File: config.mk
export PLATFORM = sky130hd
export DESIGN_NAME = trithemius_quadratic_key_cipher
export DESIGN_NICKNAME = d
export VERILOG_FILES = /design/src/design/tqkc_pkg.sv /design/src/design/trithemius_quadratic_key_cipher.sv /design/src/design/tqkc_front.sv /design/src/design/tqkc_queue.sv /design/src/design/tqkc_back.sv
export SDC_FILE = /design/constraint.sdc
export NUM_CORES = 1
export LEC_CHECK = 0
export BUFFER_PORTS_ARGS = -buffer_cell sky130_fd_sc_hd__clkbuf_2
export CAP_MARGIN = 25
export CORE_ASPECT_RATIO = 0.9
export CORE_MARGIN = 2
export CORE_UTILIZATION = 50
export DETAILED_ROUTE_END_ITERATION = 7
export MAX_ROUTING_LAYER = met4
export PLACE_DENSITY = 0.71
export SLEW_MARGIN = 20
export SYNTH_ARGS = -nofsm -noshare
export SYNTH_HDL_FRONTEND = slang
export SYNTH_HIERARCHICAL = 1
export SYNTH_SLANG_ARGS = --single-unit
File: constraint.sdc
create_clock -name i_clk -period 8.75 [get_ports i_clk]
set_clock_uncertainty 0.15 [all_clocks]
set_input_delay 2.625 -clock i_clk [delete_from_list [all_inputs] [get_ports i_clk]]
set_output_delay 2.625 -clock i_clk [all_outputs]
set_load 0.01 [all_outputs]
File: src/design/tqkc_pkg.sv
`timescale 1ns / 1ps

package tqkc_pkg;

    localparam int ALPHA_SIZE  = 36;
    localparam int QUEUE_DEPTH = 2;
    localparam int CFG_W       = 6;

    // x / 36 == (x * 1821) >> 16 for every x below 3311
    localparam int          DIV_SHIFT = 16;
    localparam logic [10:0] DIV_RECIP = 11'd1821;

    localparam logic [1:0] CFG_MODE   = 2'd0;
    localparam logic [1:0] CFG_SQUARE = 2'd1;
    localparam logic [1:0] CFG_LINEAR = 2'd2;
    localparam logic [1:0] CFG_CONST  = 2'd3;

    typedef struct packed {
        logic [7:0] in_byte;
        logic       first;
    } t_in;

    typedef struct packed {
        logic [7:0] out_byte;
        logic       invalid;
    } t_out;

    typedef struct packed {
        logic             mode;
        logic [CFG_W-1:0] coef_square;
        logic [CFG_W-1:0] coef_linear;
        logic [CFG_W-1:0] coef_const;
    } t_cfg;

    localparam t_cfg CFG_RESET = '{mode: 1'b0, coef_square: 6'd2, coef_linear: 6'd5,
                                   coef_const: 6'd3};

    // one queued word: raw byte, its alphabet index and the two key products
    typedef struct packed {
        logic [7:0]  raw;
        logic        invalid;
        logic [5:0]  idx;
        logic [10:0] prod_sq;
        logic [10:0] prod_lin;
    } t_job;

    typedef struct packed {
        logic       hit;
        logic [5:0] idx;
    } t_lookup;

    // n^2 mod 36
    localparam logic [5:0] SQ_MOD [ALPHA_SIZE] = '{
        6'd0,  6'd1,  6'd4,  6'd9,  6'd16, 6'd25, 6'd0,  6'd13, 6'd28,
        6'd9,  6'd28, 6'd13, 6'd0,  6'd25, 6'd16, 6'd9,  6'd4,  6'd1,
        6'd0,  6'd1,  6'd4,  6'd9,  6'd16, 6'd25, 6'd0,  6'd13, 6'd28,
        6'd9,  6'd28, 6'd13, 6'd0,  6'd25, 6'd16, 6'd9,  6'd4,  6'd1
    };

    function automatic logic [5:0] mod_once(input logic [5:0] v);
        logic [5:0] r;
        r = (v >= 6'(ALPHA_SIZE)) ? v - 6'(ALPHA_SIZE) : v;
        return r;
    endfunction

    function automatic t_lookup byte_to_idx(input logic [7:0] b);
        t_lookup    r;
        logic [7:0] d;
        d = b - 8'hE0;
        r = '{hit: 1'b0, idx: 6'd0};
        if (b >= 8'hE0 && b <= 8'hE5) begin
            r = '{hit: 1'b1, idx: d[5:0]};
        end else if (b == 8'hB8) begin
            r = '{hit: 1'b1, idx: 6'd6};
        end else if (b >= 8'hE6) begin
            r = '{hit: 1'b1, idx: d[5:0] + 6'd1};
        end else if (b == 8'h20) begin
            r = '{hit: 1'b1, idx: 6'd33};
        end else if (b == 8'h2C) begin
            r = '{hit: 1'b1, idx: 6'd34};
        end else if (b == 8'h2E) begin
            r = '{hit: 1'b1, idx: 6'd35};
        end
        return r;
    endfunction

    function automatic logic [7:0] idx_to_byte(input logic [5:0] i);
        logic [7:0] r;
        if (i < 6'd6) begin
            r = 8'hE0 + 8'(i);
        end else if (i == 6'd6) begin
            r = 8'hB8;
        end else if (i <= 6'd32) begin
            r = 8'hDF + 8'(i);
        end else if (i == 6'd33) begin
            r = 8'h20;
        end else if (i == 6'd34) begin
            r = 8'h2C;
        end else begin
            r = 8'h2E;
        end
        return r;
    endfunction

endpackage

File: src/design/trithemius_quadratic_key_cipher.sv
`timescale 1ns / 1ps

// Channel   Valid        Stall        Word
// ------    ----------   ----------   ---------------------------
// input     i_in_valid   o_in_stall   i_in_data  (in_byte, first)
// output    o_out_valid  i_out_stall  o_out_data (out_byte, invalid)
// config    i_cfg_we     -            i_cfg_idx, i_cfg_data
//
// The front takes one word per cycle until the queue holds QUEUE_DEPTH words.
// The back steps each word through pop, sum, divide by 36, key and map, and pops
// the next word only after the map step, which an output stall holds.
// Reset is synchronous and clears the position, queue, sequencer, key registers and output valid.
// A stall on the output holds the result; the queue keeps taking input meanwhile until full.

module trithemius_quadratic_key_cipher #(
    parameter int QUEUE_DEPTH = tqkc_pkg::QUEUE_DEPTH
) (
    input  logic                       i_clk,
    input  logic                       i_rst_n,
    input  logic                       i_in_valid,
    output logic                       o_in_stall,
    input  tqkc_pkg::t_in              i_in_data,
    output logic                       o_out_valid,
    input  logic                       i_out_stall,
    output tqkc_pkg::t_out             o_out_data,
    input  logic                       i_cfg_we,
    input  logic [1:0]                 i_cfg_idx,
    input  logic [tqkc_pkg::CFG_W-1:0] i_cfg_data
);

    tqkc_pkg::t_cfg r_cfg;
    tqkc_pkg::t_job w_push_job;
    tqkc_pkg::t_job w_pop_job;
    logic           w_push;
    logic           w_pop;
    logic           w_full;
    logic           w_empty;

    always_ff @(posedge i_clk) begin
        if (!i_rst_n) begin
            r_cfg <= tqkc_pkg::CFG_RESET;
        end else if (i_cfg_we) begin
            unique case (i_cfg_idx)
                tqkc_pkg::CFG_MODE:   r_cfg.mode        <= i_cfg_data[0];
                tqkc_pkg::CFG_SQUARE: r_cfg.coef_square <= i_cfg_data;
                tqkc_pkg::CFG_LINEAR: r_cfg.coef_linear <= i_cfg_data;
                tqkc_pkg::CFG_CONST:  r_cfg.coef_const  <= i_cfg_data;
                default: ;
            endcase
        end
    end

    tqkc_front u_front (
        .i_clk   (i_clk),
        .i_rst_n (i_rst_n),
        .i_valid (i_in_valid),
        .o_stall (o_in_stall),
        .i_data  (i_in_data),
        .i_cfg   (r_cfg),
        .i_full  (w_full),
        .o_push  (w_push),
        .o_job   (w_push_job)
    );

    tqkc_queue #(
        .DEPTH (QUEUE_DEPTH)
    ) u_queue (
        .i_clk   (i_clk),
        .i_rst_n (i_rst_n),
        .i_push  (w_push),
        .i_job   (w_push_job),
        .o_full  (w_full),
        .i_pop   (w_pop),
        .o_job   (w_pop_job),
        .o_empty (w_empty)
    );

    tqkc_back u_back (
        .i_clk   (i_clk),
        .i_rst_n (i_rst_n),
        .i_cfg   (r_cfg),
        .i_empty (w_empty),
        .o_pop   (w_pop),
        .i_job   (w_pop_job),
        .o_valid (o_out_valid),
        .i_stall (i_out_stall),
        .o_data  (o_out_data)
    );

endmodule

File: src/design/tqkc_front.sv
`timescale 1ns / 1ps

module tqkc_front (
    input  logic           i_clk,
    input  logic           i_rst_n,
    input  logic           i_valid,
    output logic           o_stall,
    input  tqkc_pkg::t_in  i_data,
    input  tqkc_pkg::t_cfg i_cfg,
    input  logic           i_full,
    output logic           o_push,
    output tqkc_pkg::t_job o_job
);

    logic [5:0]        r_pos;
    logic [5:0]        w_n;
    logic [5:0]        w_coef_sq;
    logic [5:0]        w_coef_lin;
    logic [11:0]       w_prod_sq;
    logic [11:0]       w_prod_lin;
    tqkc_pkg::t_lookup w_look;

    assign o_stall = i_full;
    assign o_push  = i_valid && !i_full;

    assign w_n        = i_data.first ? 6'd0 : r_pos;
    assign w_look     = tqkc_pkg::byte_to_idx(i_data.in_byte);
    assign w_coef_sq  = tqkc_pkg::mod_once(i_cfg.coef_square);
    assign w_coef_lin = tqkc_pkg::mod_once(i_cfg.coef_linear);
    // both products stay below 36*36
    assign w_prod_sq  = 12'(w_coef_sq) * 12'(tqkc_pkg::SQ_MOD[w_n]);
    assign w_prod_lin = 12'(w_coef_lin) * 12'(w_n);

    always_comb begin
        o_job.raw      = i_data.in_byte;
        o_job.invalid  = !w_look.hit;
        o_job.idx      = w_look.idx;
        o_job.prod_sq  = w_prod_sq[10:0];
        o_job.prod_lin = w_prod_lin[10:0];
    end

    always_ff @(posedge i_clk) begin
        if (!i_rst_n) begin
            r_pos <= 6'd0;
        end else if (o_push) begin
            r_pos <= (w_n == 6'(tqkc_pkg::ALPHA_SIZE - 1)) ? 6'd0 : w_n + 6'd1;
        end
    end

endmodule

File: src/design/tqkc_queue.sv
`timescale 1ns / 1ps

module tqkc_queue #(
    parameter int DEPTH = tqkc_pkg::QUEUE_DEPTH
) (
    input  logic           i_clk,
    input  logic           i_rst_n,
    input  logic           i_push,
    input  tqkc_pkg::t_job i_job,
    output logic           o_full,
    input  logic           i_pop,
    output tqkc_pkg::t_job o_job,
    output logic           o_empty
);

    localparam int PTR_W = $clog2(DEPTH);
    localparam int CNT_W = $clog2(DEPTH + 1);

    tqkc_pkg::t_job   r_mem [DEPTH];
    logic [PTR_W-1:0] r_wr_ptr;
    logic [PTR_W-1:0] r_rd_ptr;
    logic [CNT_W-1:0] r_count;

    function automatic logic [PTR_W-1:0] step(input logic [PTR_W-1:0] p);
        logic [PTR_W-1:0] r;
        r = (p == PTR_W'(DEPTH - 1)) ? '0 : p + PTR_W'(1);
        return r;
    endfunction

    assign o_full  = (r_count == CNT_W'(DEPTH));
    assign o_empty = (r_count == '0);
    assign o_job   = r_mem[r_rd_ptr];

    always_ff @(posedge i_clk) begin
        if (i_push) begin
            r_mem[r_wr_ptr] <= i_job;
        end
    end

    always_ff @(posedge i_clk) begin
        if (!i_rst_n) begin
            r_wr_ptr <= '0;
            r_rd_ptr <= '0;
            r_count  <= '0;
        end else begin
            if (i_push) begin
                r_wr_ptr <= step(r_wr_ptr);
            end
            if (i_pop) begin
                r_rd_ptr <= step(r_rd_ptr);
            end
            if (i_push && !i_pop) begin
                r_count <= r_count + CNT_W'(1);
            end else if (i_pop && !i_push) begin
                r_count <= r_count - CNT_W'(1);
            end
        end
    end

endmodule

File: src/design/tqkc_back.sv
`timescale 1ns / 1ps

module tqkc_back (
    input  logic           i_clk,
    input  logic           i_rst_n,
    input  tqkc_pkg::t_cfg i_cfg,
    input  logic           i_empty,
    output logic           o_pop,
    input  tqkc_pkg::t_job i_job,
    output logic           o_valid,
    input  logic           i_stall,
    output tqkc_pkg::t_out o_data
);

    localparam logic [2:0] ST_IDLE = 3'd0;
    localparam logic [2:0] ST_SUM  = 3'd1;
    localparam logic [2:0] ST_DIV  = 3'd2;
    localparam logic [2:0] ST_KEY  = 3'd3;
    localparam logic [2:0] ST_MAP  = 3'd4;

    logic [2:0]     r_state;
    logic [2:0]     n_state;
    tqkc_pkg::t_job r_job;
    logic [11:0]    r_sum;
    logic [6:0]     r_quo;
    logic [5:0]     r_key;
    tqkc_pkg::t_out r_out;
    logic           r_out_valid;

    logic [22:0]    w_prod;
    logic [11:0]    w_q36;
    logic [11:0]    w_rem;
    logic [6:0]     w_t;
    logic [6:0]     w_r;
    logic           w_load;

    assign o_pop   = (r_state == ST_IDLE) && !i_empty;
    assign w_load  = (r_state == ST_MAP) && (!r_out_valid || !i_stall);
    assign o_valid = r_out_valid;
    assign o_data  = r_out;

    assign w_prod = 23'(r_sum) * 23'(tqkc_pkg::DIV_RECIP);
    assign w_q36  = {r_quo, 5'd0} + {3'd0, r_quo, 2'd0};
    assign w_rem  = r_sum - w_q36;

    always_comb begin
        if (i_cfg.mode) begin
            w_t = 7'(r_job.idx) + 7'(tqkc_pkg::ALPHA_SIZE) - 7'(r_key);
        end else begin
            w_t = 7'(r_job.idx) + 7'(r_key);
        end
        w_r = (w_t >= 7'(tqkc_pkg::ALPHA_SIZE)) ? w_t - 7'(tqkc_pkg::ALPHA_SIZE) : w_t;
    end

    always_comb begin
        n_state = r_state;
        unique case (r_state)
            ST_IDLE: begin
                if (!i_empty) begin
                    n_state = ST_SUM;
                end
            end
            ST_SUM:  n_state = ST_DIV;
            ST_DIV:  n_state = ST_KEY;
            ST_KEY:  n_state = ST_MAP;
            ST_MAP: begin
                if (w_load) begin
                    n_state = ST_IDLE;
                end
            end
            default: n_state = ST_IDLE;
        endcase
    end

    always_ff @(posedge i_clk) begin
        if (!i_rst_n) begin
            r_state     <= ST_IDLE;
            r_out_valid <= 1'b0;
        end else begin
            r_state <= n_state;
            if (w_load) begin
                r_out_valid <= 1'b1;
            end else if (!i_stall) begin
                r_out_valid <= 1'b0;
            end
        end
    end

    always_ff @(posedge i_clk) begin
        if (o_pop) begin
            r_job <= i_job;
        end
        if (r_state == ST_SUM) begin
            r_sum <= 12'(r_job.prod_sq) + 12'(r_job.prod_lin)
                   + 12'(tqkc_pkg::mod_once(i_cfg.coef_const));
        end
        if (r_state == ST_DIV) begin
            r_quo <= w_prod[tqkc_pkg::DIV_SHIFT +: 7];
        end
        if (r_state == ST_KEY) begin
            r_key <= w_rem[5:0];
        end
        if (w_load) begin
            r_out.invalid  <= r_job.invalid;
            r_out.out_byte <= r_job.invalid ? r_job.raw : tqkc_pkg::idx_to_byte(w_r[5:0]);
        end
    end

endmodule

==> results of run 1 <==
-- logic make-up (layout without fill, tap and decap cells) --
| kind of cell | after synthesis | count (layout) | share of synthesized area [%] |
|---|---|---|---|
| and+or+nand+nor | 296 | 296 | 12.0 |
| adders and majority gates | 222 | 222 | 24.6 |
| buffers and inverters | 218 | 254 | 6.86 |
| AOI/OAI and AO/OA | 195 | 195 | 10.9 |
| DFF | 176 | 176 | 37.4 |
| muxes | 67 | 67 | 5.53 |
| xor gates and xnor gates | 40 | 40 | 2.75 |
-- layout make-up --
cell class,instances,area (sq um),area share (%)
clock buffers,17,425,2.98
clock inverters,15,179,1.25
inverters,183,687,4.81
multi-input cells,820,7390,51.7
flip-flops and latches,176,4940,34.6
well taps,348,435,3.05
repair buffers,39,225,1.58
-- critical path, cell delays in order --
cell      delay [ps]
clkbuf_2         250
nand2b_1         440
inv_1            160
ha_1             350
mux2i_1          180
xor2_1           100
a221oi_2         510
nor3_1           140
ha_1             320
fa_1             530
inv_1             60
fa_1             550
inv_1             50
ha_1             330
nor2b_1          140
o21a_1           190
o21a_1           180
o311ai_0         390
-- synth_stat cells, drive strengths merged, types with 15 or more instances --
cell type  count  share of area (%)
a21o          15               0.86
a21oi         40                1.6
buf           27                1.4
dfxtp         34                5.1
edfxtp       142                 32
fa            63                9.5
ha           159                 15
inv          183                5.2
mux2          43                3.7
mux2i         24                1.8
nand2         66                1.9
nand2b        17               0.88
nor2          71                2.1
nor2b         30                1.4
nor3          29                1.2
o21a          17               0.96
o21ai         38                1.4
xnor2         32                2.1
-- flip-flops by register name, indices dropped and copies added (netlist names), 2 cells and up, named ones only --
signal / count
u_queue/r_mem: 74
u_back/r_job: 37
r_cfg: 19
u_back/r_sum: 12
u_back/o_data: 9
u_back/r_key: 6
u_front/r_pos: 6
u_back/r_quo: 4
u_back/r_state: 3
u_queue/r_count: 2
-- routing by layer --
layer	GRT usage, %	up-vias	part of all wire (%)	wire, um
met2	32.8	159	49	12200
met1	24.2	4121	46	11400
met5	-	-	0	0
li1	-	4276	-	-
met3	3.22	30	3.5	865
met4	5.67	0	1.9	473
-- through the flow --
| step | setup WS (ps) | std cells | instance area (sq um) | hold WS [ps] |
|---|---|---|---|---|
| 6_report | 1310 | 1598 | 14300 | 330 |
| 3_3_place_gp | 1010 | 1564 | 13700 | 313 |
| 4_1_cts | 1330 | 1597 | 14300 | 332 |
| 5_1_grt | 854 | 1598 | 14300 | 342 |
| 3_5_place_dp | 875 | 1565 | 13700 | 322 |
| 2_1_floorplan | 1530 | 1214 | 13200 | 289 |
-- final timing paths --
| check | end | depth (start not counted) |
|---|---|---|
| worst min-delay path | r_cfg[15] | 2 |
| worst min register to register | r_cfg[15] | 2 |
| worst max register to register | u_queue/r_mem[0][21] | 16 |
| worst max-delay path | u_queue/r_mem[0][21] | 18 |
==> summary.txt, run 1 <==
STA
  • Worst slew pin tran: 826 ps
  • Fmax achieved: 134 MHz
  • Rel. slew slack: 44.9%
  • Hold Violations, Final: 0
  • Setup TNS: 0 ps
  • Fin crit share: 85.0%
  • RSZ-0062 raised after global routing: false
  • Max Transition Viols Final: 0
  • Setup violations, final: 0
  • Fin crit period: 7440 ps

Yosys
  • Post-Syn Area: 13,200 sq um
  • Commonest register cell after synthesis: edfxtp_1
  • Asr flop ratio synth: 0%
  • Synth cell types: 97
  • Sequential share of the synthesized area: 37.4%
  • Syn Area/Cell: 10.9 sq um
  • Synth warn: 6
  • Syn_nets: 1,458
  • Synth Instances: 1,214
  • EDFF count, synth: 142
  • Yosys reg bits: 176

Finish
  • Nets: 1,481
  • Fin util: 54.8%
  • Share of layout cells above drive strength 1: 12.2%
  • Commonest cells after routing, fill and taps aside: inv_1, ha_1, edfxtp_1
  • Antenna cells: 0
  • Fillers: 2,249
  • Area delta synth->final: 8.00%
  • Commonest non-fill, non-tap cell in the layout: inv_1

Place
  • GPL Wtd Cong: 0.893
  • Final HPWL DP: 19.2 mm
  • I/O Buffers: 32

CTS
  • TritonCTS clock tree: done
  • Post-CTS Resized: 0
  • CTS H-tree depth: 4
  • Post-CTS Repair Setup Buffers: 0
  • Clk Latency, worst-skew pair: 430 ps
  • CTS Buffer Depth: 2
  • Root buffer cell: clkbuf_16
  • Hold-fix buffers, CTS: 0
  • Clk sink count: 176
  • Clock slew at reported path FFs: 70 ps
  • Number of buffers created by CTS: 17

Route
  • Final WL: 24.9 mm
  • Routed Antenna Nets: 0
  • Detailed-route vias per instance: 5.37
  • WL/cell: 15.6 um
  • Via count: 8,586
  • DRC Markers: 0
  • 1st-iter DRT viols: 513
  • 1st-pass router iterations: 6

Run
  • Max-cap violations: 0

Die
  • Die Area: 27,800 sq um
  • Core area: 26,100 sq um
  • Io pins: 33
  • FP Rows: 56
  • Chip height: 158 um
  • Initial core utilization: 50.8%
  • DIE WIDTH: 175 um

Worst setup path
  • RR Startpoint: u_front/r_pos[0]
  • Worst Setup SP: i_in_data[0]
  • Worst Path Max Fanout: 15
  • Worst EP required: 8800 ps
  • CP Data Arrival Time: 7490 ps
  • Reg-to-reg slack, setup: 3380 ps
  • WS Path Type: in -> reg
  • Worst setup SP type: input pin
  • CP Capture Type: flip-flop

Global route
  • First-pass GRT wire length: 41.7 mm
  • Initial antenna violation count: 0
  • Grt total ovfl: 0
  • Largest net degree at the start of global routing: 44
  • Vias in the first global route: 8,584
  • Total GRT Usage: 19.4%

Hold path
  • HP Class: reg -> reg
  • HP Start: r_cfg[15]

Run status
  • Status: complete, no violations
Power of run 1 is left out: the tool's default activity adds up to more than one toggle a clock period on the data nets, which glitch-free logic cannot reach.
==> inputs of run 2 (changes only) <==
==> constraint.sdc (replaced) <==
create_clock -name i_clk -period 9.45 [get_ports i_clk]
set_clock_uncertainty 0.15 [all_clocks]
set_input_delay 2.835 -clock i_clk [delete_from_list [all_inputs] [get_ports i_clk]]
set_output_delay 2.835 -clock i_clk [all_outputs]
set_load 0.01 [all_outputs]
==> run 2 against run 1 <==
Critical path depth stayed put. Flip-flop and latch count stayed put. Clock-buffer cell count stayed put. Worst setup slack better by 480 ps. Register-to-register slack better by 700 ps. Sequential share of layout area stayed put. Hold slack better by 1.5 ps. Cell count hardly changed. Via count hardly changed. Routed wire length is 0.90% lower. Largest cell class unchanged.
==> summary.txt, run 2 (synthesized netlist as in run 1, its figures left out) <==
Run status
  • Status: complete, no violations

STA
  • Max Transition Viols Final: 0
  • Fmax achieved: 131 MHz
  • Setup ws final: 1790 ps
  • Hold WS: 331 ps
  • Setup TNS: 0 ps
  • Worst slew pin tran: 1000 ps
  • Rel. slew slack: 33.1%
  • RSZ-0062 raised after global routing: false
  • Fin crit period: 7660 ps
  • Hold Violations, Final: 0
  • Setup violations, final: 0
  • Fin crit share: 81.0%

Worst setup path
  • Worst setup SP type: input pin
  • Worst Path Max Fanout: 16
  • Worst EP required: 9500 ps
  • CP Data Arrival Time: 7710 ps
  • Worst r2r path cells: 16
  • WS Path Type: in -> reg
  • CP Capture Type: flip-flop

Global route
  • Largest net degree at the start of global routing: 44
  • Total GRT Usage: 19.1%
  • Vias in the first global route: 8,440
  • First-pass GRT wire length: 41.0 mm
  • Initial antenna violation count: 0
  • Grt total ovfl: 0

Die
  • Die Area: 27,800 sq um
  • FP Rows: 56
  • Chip height: 158 um
  • Io pins: 33
  • Initial core utilization: 50.8%
  • DIE WIDTH: 175 um
  • Core area: 26,100 sq um

CTS
  • CTS H-tree depth: 4
  • Hold-fix buffers, CTS: 0
  • Post-CTS Repair Setup Buffers: 0
  • Number of buffers created by CTS: 17
  • Clk sink count: 176
  • Clk Latency, worst-skew pair: 430 ps
  • Root buffer cell: clkbuf_16
  • Post-CTS Resized: 0
  • CTS Buffer Depth: 2
  • Clock slew at reported path FFs: 70 ps
  • TritonCTS clock tree: done

Finish
  • Post-Layout Cell Count: 1,597
  • Max FFs per register: 74
  • Share of layout cells above drive strength 1: 12.1%
  • Antenna cells: 0
  • Commonest non-fill, non-tap cell in the layout: inv_1
  • Commonest cells after routing, fill and taps aside: inv_1, ha_1, edfxtp_1
  • Area delta synth->final: 8.00%
  • Fillers: 2,263
  • Nets: 1,480
  • Largest registers: u_queue/r_mem: 74 flops, u_back/r_job: 37 flops, r_cfg: 19 flops
  • Reg with most FFs: u_queue/r_mem

Place
  • Place WS: 1370 ps
  • GPL Wtd Cong: 0.893
  • Final HPWL DP: 19.2 mm
  • Dpl cells: 1,565
  • I/O Buffers: 32

Run
  • Max-cap violations: 0

Route
  • Routed Antenna Nets: 0
  • 1st-pass router iterations: 5
  • WL/cell: 15.5 um
  • 1st-iter DRT viols: 579
  • DRC Markers: 0
  • Detailed-route vias per instance: 5.38
  • Via count: 8,587
  • Final WL: 24.7 mm

Hold path
  • Hold path depth: 2
  • HP Class: reg -> reg
run 2: changes by cell type in the layout (fill, tap and decap cells not counted):
cell,before,now
inv_12,0,1
clkbuf_4,1,0
inv_8,7,4
clkinv_4,2,3
clkinv_8,4,5
run 2: path summary, 6_finish.rpt:
check	start	end	slack [ps]
setup / recovery	i_in_data[0]	u_queue/r_mem[0][21]	1790
hold / removal	r_cfg[15]	r_cfg[15]	330
setup reg to reg	u_front/r_pos[0]	u_queue/r_mem[0][21]	4080
hold reg to reg	r_cfg[15]	r_cfg[15]	330
run 2: layer usage:
metal  share of wire (%)  vias up  GRT usage, %
li1                    -     4271             -
met4                 1.9        0          5.71
met3                 3.7       36          3.51
met5                   0        -             -
met1                  46     4096          24.2
met2                  48      184          31.5
run 2: metrics by stage:
step	area [sq um]	util [%]
finish	14300	54.8
global route	14300	54.8
CTS	14300	54.8
detailed placement	13700	52.5
global placement	13700	52.4
floorplan	13200	-
run 2: critical path: stages:
cell,delay (ps)
clkbuf_2,260
inv_1,150
nand2_1,450
ha_1,360
mux2i_1,180
xor2_1,100
a221oi_2,510
nor3_1,140
ha_1,320
fa_1,530
inv_1,60
fa_1,550
inv_1,50
ha_1,330
nor2b_1,140
o21a_1,190
o21a_1,180
o311ai_0,380
run 2: area by class of cell:
| type | count | area (sq um) | area share [%] |
|---|---|---|---|
| multi-input cells | 820 | 7390 | 51.7 |
| clock buffers | 17 | 425 | 2.98 |
| clock inverters | 15 | 186 | 1.30 |
| well taps | 348 | 435 | 3.05 |
| flip-flops and latches | 176 | 4940 | 34.6 |
| repair buffers | 38 | 218 | 1.52 |
| inverters | 183 | 687 | 4.81 |
Power of run 2 is left out for the same reason.
==> inputs of run 3 (changes only) <==
--- a/config.mk
+++ b/config.mk
@@ -5,6 +5,7 @@
 export SDC_FILE = /design/constraint.sdc
 export NUM_CORES = 1
 export LEC_CHECK = 0
+export ABC_AREA = 1
 export BUFFER_PORTS_ARGS = -buffer_cell sky130_fd_sc_hd__clkbuf_2
 export CAP_MARGIN = 25
 export CORE_ASPECT_RATIO = 0.9
==> constraint.sdc (replaced) <==
create_clock -name i_clk -period 7.95 [get_ports i_clk]
set_clock_uncertainty 0.15 [all_clocks]
set_input_delay 2.385 -clock i_clk [delete_from_list [all_inputs] [get_ports i_clk]]
set_output_delay 2.385 -clock i_clk [all_outputs]
set_load 0.01 [all_outputs]
==> run 3 against run 2 <==
Flip-flop and latch count is the same. Highest routed layer unchanged. Non-clock buffer count unchanged. Critical path type unchanged. Global-route usage is 0.87 points lower. Sequential share of layout area rose by 0.22 points.
==> summary.txt, run 3 <==
Finish
  • Fillers: 2,248
  • Register area: 4950 sq um
  • Area of the multi-input gates: 6900 sq um
  • Area delta synth->final: 8.24%
  • Commonest cells after routing, fill and taps aside: inv_1, nand2_1, ha_1
  • Nets: 1,647
  • Max FFs per register: 74
  • Reg with most FFs: u_queue/r_mem
  • Commonest non-fill, non-tap cell in the layout: inv_1
  • Share of layout cells above drive strength 1: 11.9%
  • Design Area, Final: 14,200 sq um
  • Largest registers: u_queue/r_mem: 74 flops, u_back/r_job: 37 flops, r_cfg: 19 flops
  • Antenna cells: 0

Yosys
  • Synth cell types: 46
  • Asr flop ratio synth: 0%
  • Synth cell count leaders: inv_1, nand2_1, ha_1
  • Sequential share of the synthesized area: 37.7%
  • Synth area leaders: edfxtp_1, ha_1, fa_1
  • Synth Instances: 1,369
  • Post-Syn Area: 13,100 sq um
  • Top cell type's share of synthesized area: 32.5%
  • Synth warn: 6
  • Leading area contributor after synthesis: edfxtp_1
  • EDFF count, synth: 142
  • Commonest register cell after synthesis: edfxtp_1
  • Most numerous cell in the Yosys netlist: inv_1
  • Syn Area/Cell: 9.58 sq um
  • Syn_nets: 1,613
  • Yosys reg bits: 176

STA
  • Hold Violations, Final: 0
  • RSZ-0062 raised after global routing: false
  • Max Transition Viols Final: 0
  • Fin crit period: 6530 ps
  • Worst slew pin tran: 936 ps
  • Setup violations, final: 0
  • Setup TNS: 0 ps
  • Fin crit share: 82.1%
  • Fmax achieved: 153 MHz
  • Rel. slew slack: 37.6%

Die
  • Io pins: 33
  • DIE WIDTH: 175 um
  • Core area: 25,900 sq um
  • Chip height: 158 um
  • Initial core utilization: 50.6%
  • FP Rows: 56
  • Die Area: 27,600 sq um

Route
  • WL met2: 11.3 mm
  • Via count: 8,742
  • Detailed-route vias per instance: 4.96
  • Top layer used by detailed routing: met4
  • 1st-pass router iterations: 7
  • Post-route met1 wirelength: 11.1 mm
  • 1st-iter DRT viols: 468
  • WL/cell: 13.3 um
  • Final WL: 23.4 mm
  • Routed Antenna Nets: 0
  • DRC Markers: 0
  • Met3 WL: 566 um

CTS
  • Clock slew at reported path FFs: 70 ps
  • CTS Buffer Depth: 2
  • TritonCTS clock tree: done
  • Hold-fix buffers, CTS: 0
  • Clk sink count: 176
  • Post-CTS Resized: 0
  • Number of buffers created by CTS: 17
  • CTS H-tree depth: 4
  • Root buffer cell: clkbuf_16
  • Post-CTS Repair Setup Buffers: 0
  • Clk Latency, worst-skew pair: 420 ps

Place
  • Placed cell area: 13,600 sq um
  • I/O Buffers: 32
  • Final HPWL DP: 18.6 mm
  • GPL Wtd Cong: 0.896

Global route
  • Vias in the first global route: 8,469
  • Grt total ovfl: 0
  • Largest net degree at the start of global routing: 41
  • Total GRT Usage: 18.2%
  • First-pass GRT wire length: 39.3 mm
  • Initial antenna violation count: 0

Run status
  • Status: complete, no violations

Worst setup path
  • Worst Path Max Fanout: 21
  • Worst r2r path cells: 20
  • CP Data Arrival Time: 6540 ps
  • Worst setup SP type: input pin
  • Worst EP required: 7970 ps
  • WS Path Type: in -> reg
  • CP Capture Type: flip-flop

Run
  • Max-cap violations: 0

Hold path
  • HP Class: reg -> reg
  • Hold path depth: 2
## run 3: cells by family (layout without fill, tap and decap cells)
family | after synthesis | in the layout | share of synthesized area (%)
buffers and inverters | 303 | 350 | 9.84
XOR/XNOR | 40 | 40 | 2.67
multiplexers | 37 | 37 | 4.03
flip-flops | 176 | 176 | 37.7
AND/OR/NAND/NOR | 482 | 482 | 16.2
AO/OA/AOI/OAI | 109 | 109 | 4.78
adder cells (fa/ha/maj) | 222 | 222 | 24.8
## run 3: final cells by class
| cell class | instances | area share [%] |
|---|---|---|
| clock buffer | 17 | 3.00 |
| clock inverter | 15 | 1.54 |
| inverter | 280 | 7.42 |
| multi-input combinational | 890 | 48.6 |
| sequential | 176 | 34.8 |
| tap | 348 | 3.07 |
| timing repair buffer | 38 | 1.59 |
## run 3: layer usage
layer / track usage [%] / vias up
met5: - / -
met4: 5.32 / 0
met3: 2.40 / 25
met2: 30.5 / 130
met1: 23.4 / 4097
li1: - / 4490
## run 3: path summary, 6_finish.rpt
| check | startpoint | slack, ps | end |
|---|---|---|---|
| hold reg to reg | r_cfg[13] | 320 | r_cfg[13] |
| setup reg to reg | r_cfg[8] | 3140 | u_queue/r_mem[0][10] |
| hold / removal | r_cfg[13] | 320 | r_cfg[13] |
| setup / recovery | i_in_data[0] | 1420 | u_queue/r_mem[0][20] |
## run 3: worst max-delay path, stage by stage
cell	delay [ps]
clkbuf_2	140
inv_2	110
nand2_1	450
ha_1	520
nor2_1	120
nor2_1	60
nand2_1	70
nand2_1	50
nand2_1	70
nand3_2	80
nand2_4	120
nor2_2	40
ha_1	300
fa_1	540
inv_1	50
fa_1	530
inv_1	40
ha_1	360
nand2_1	100
nand2_1	60
nand2_1	60
nand3_1	90
xor2_1	170
## run 3: through the flow
step                      std cells  util, %  setup WS (ps)  hold slack (ps)
after floorplan                1369        -           1720              279
after global placement         1731     52.2           1140              299
after detailed placement       1732     52.3            976              301
after CTS                      1764     54.8           1430              318
after global routing           1764     54.8           1170              352
final                          1764     54.8           1420              319
Power of run 3 is left out for the same reason.
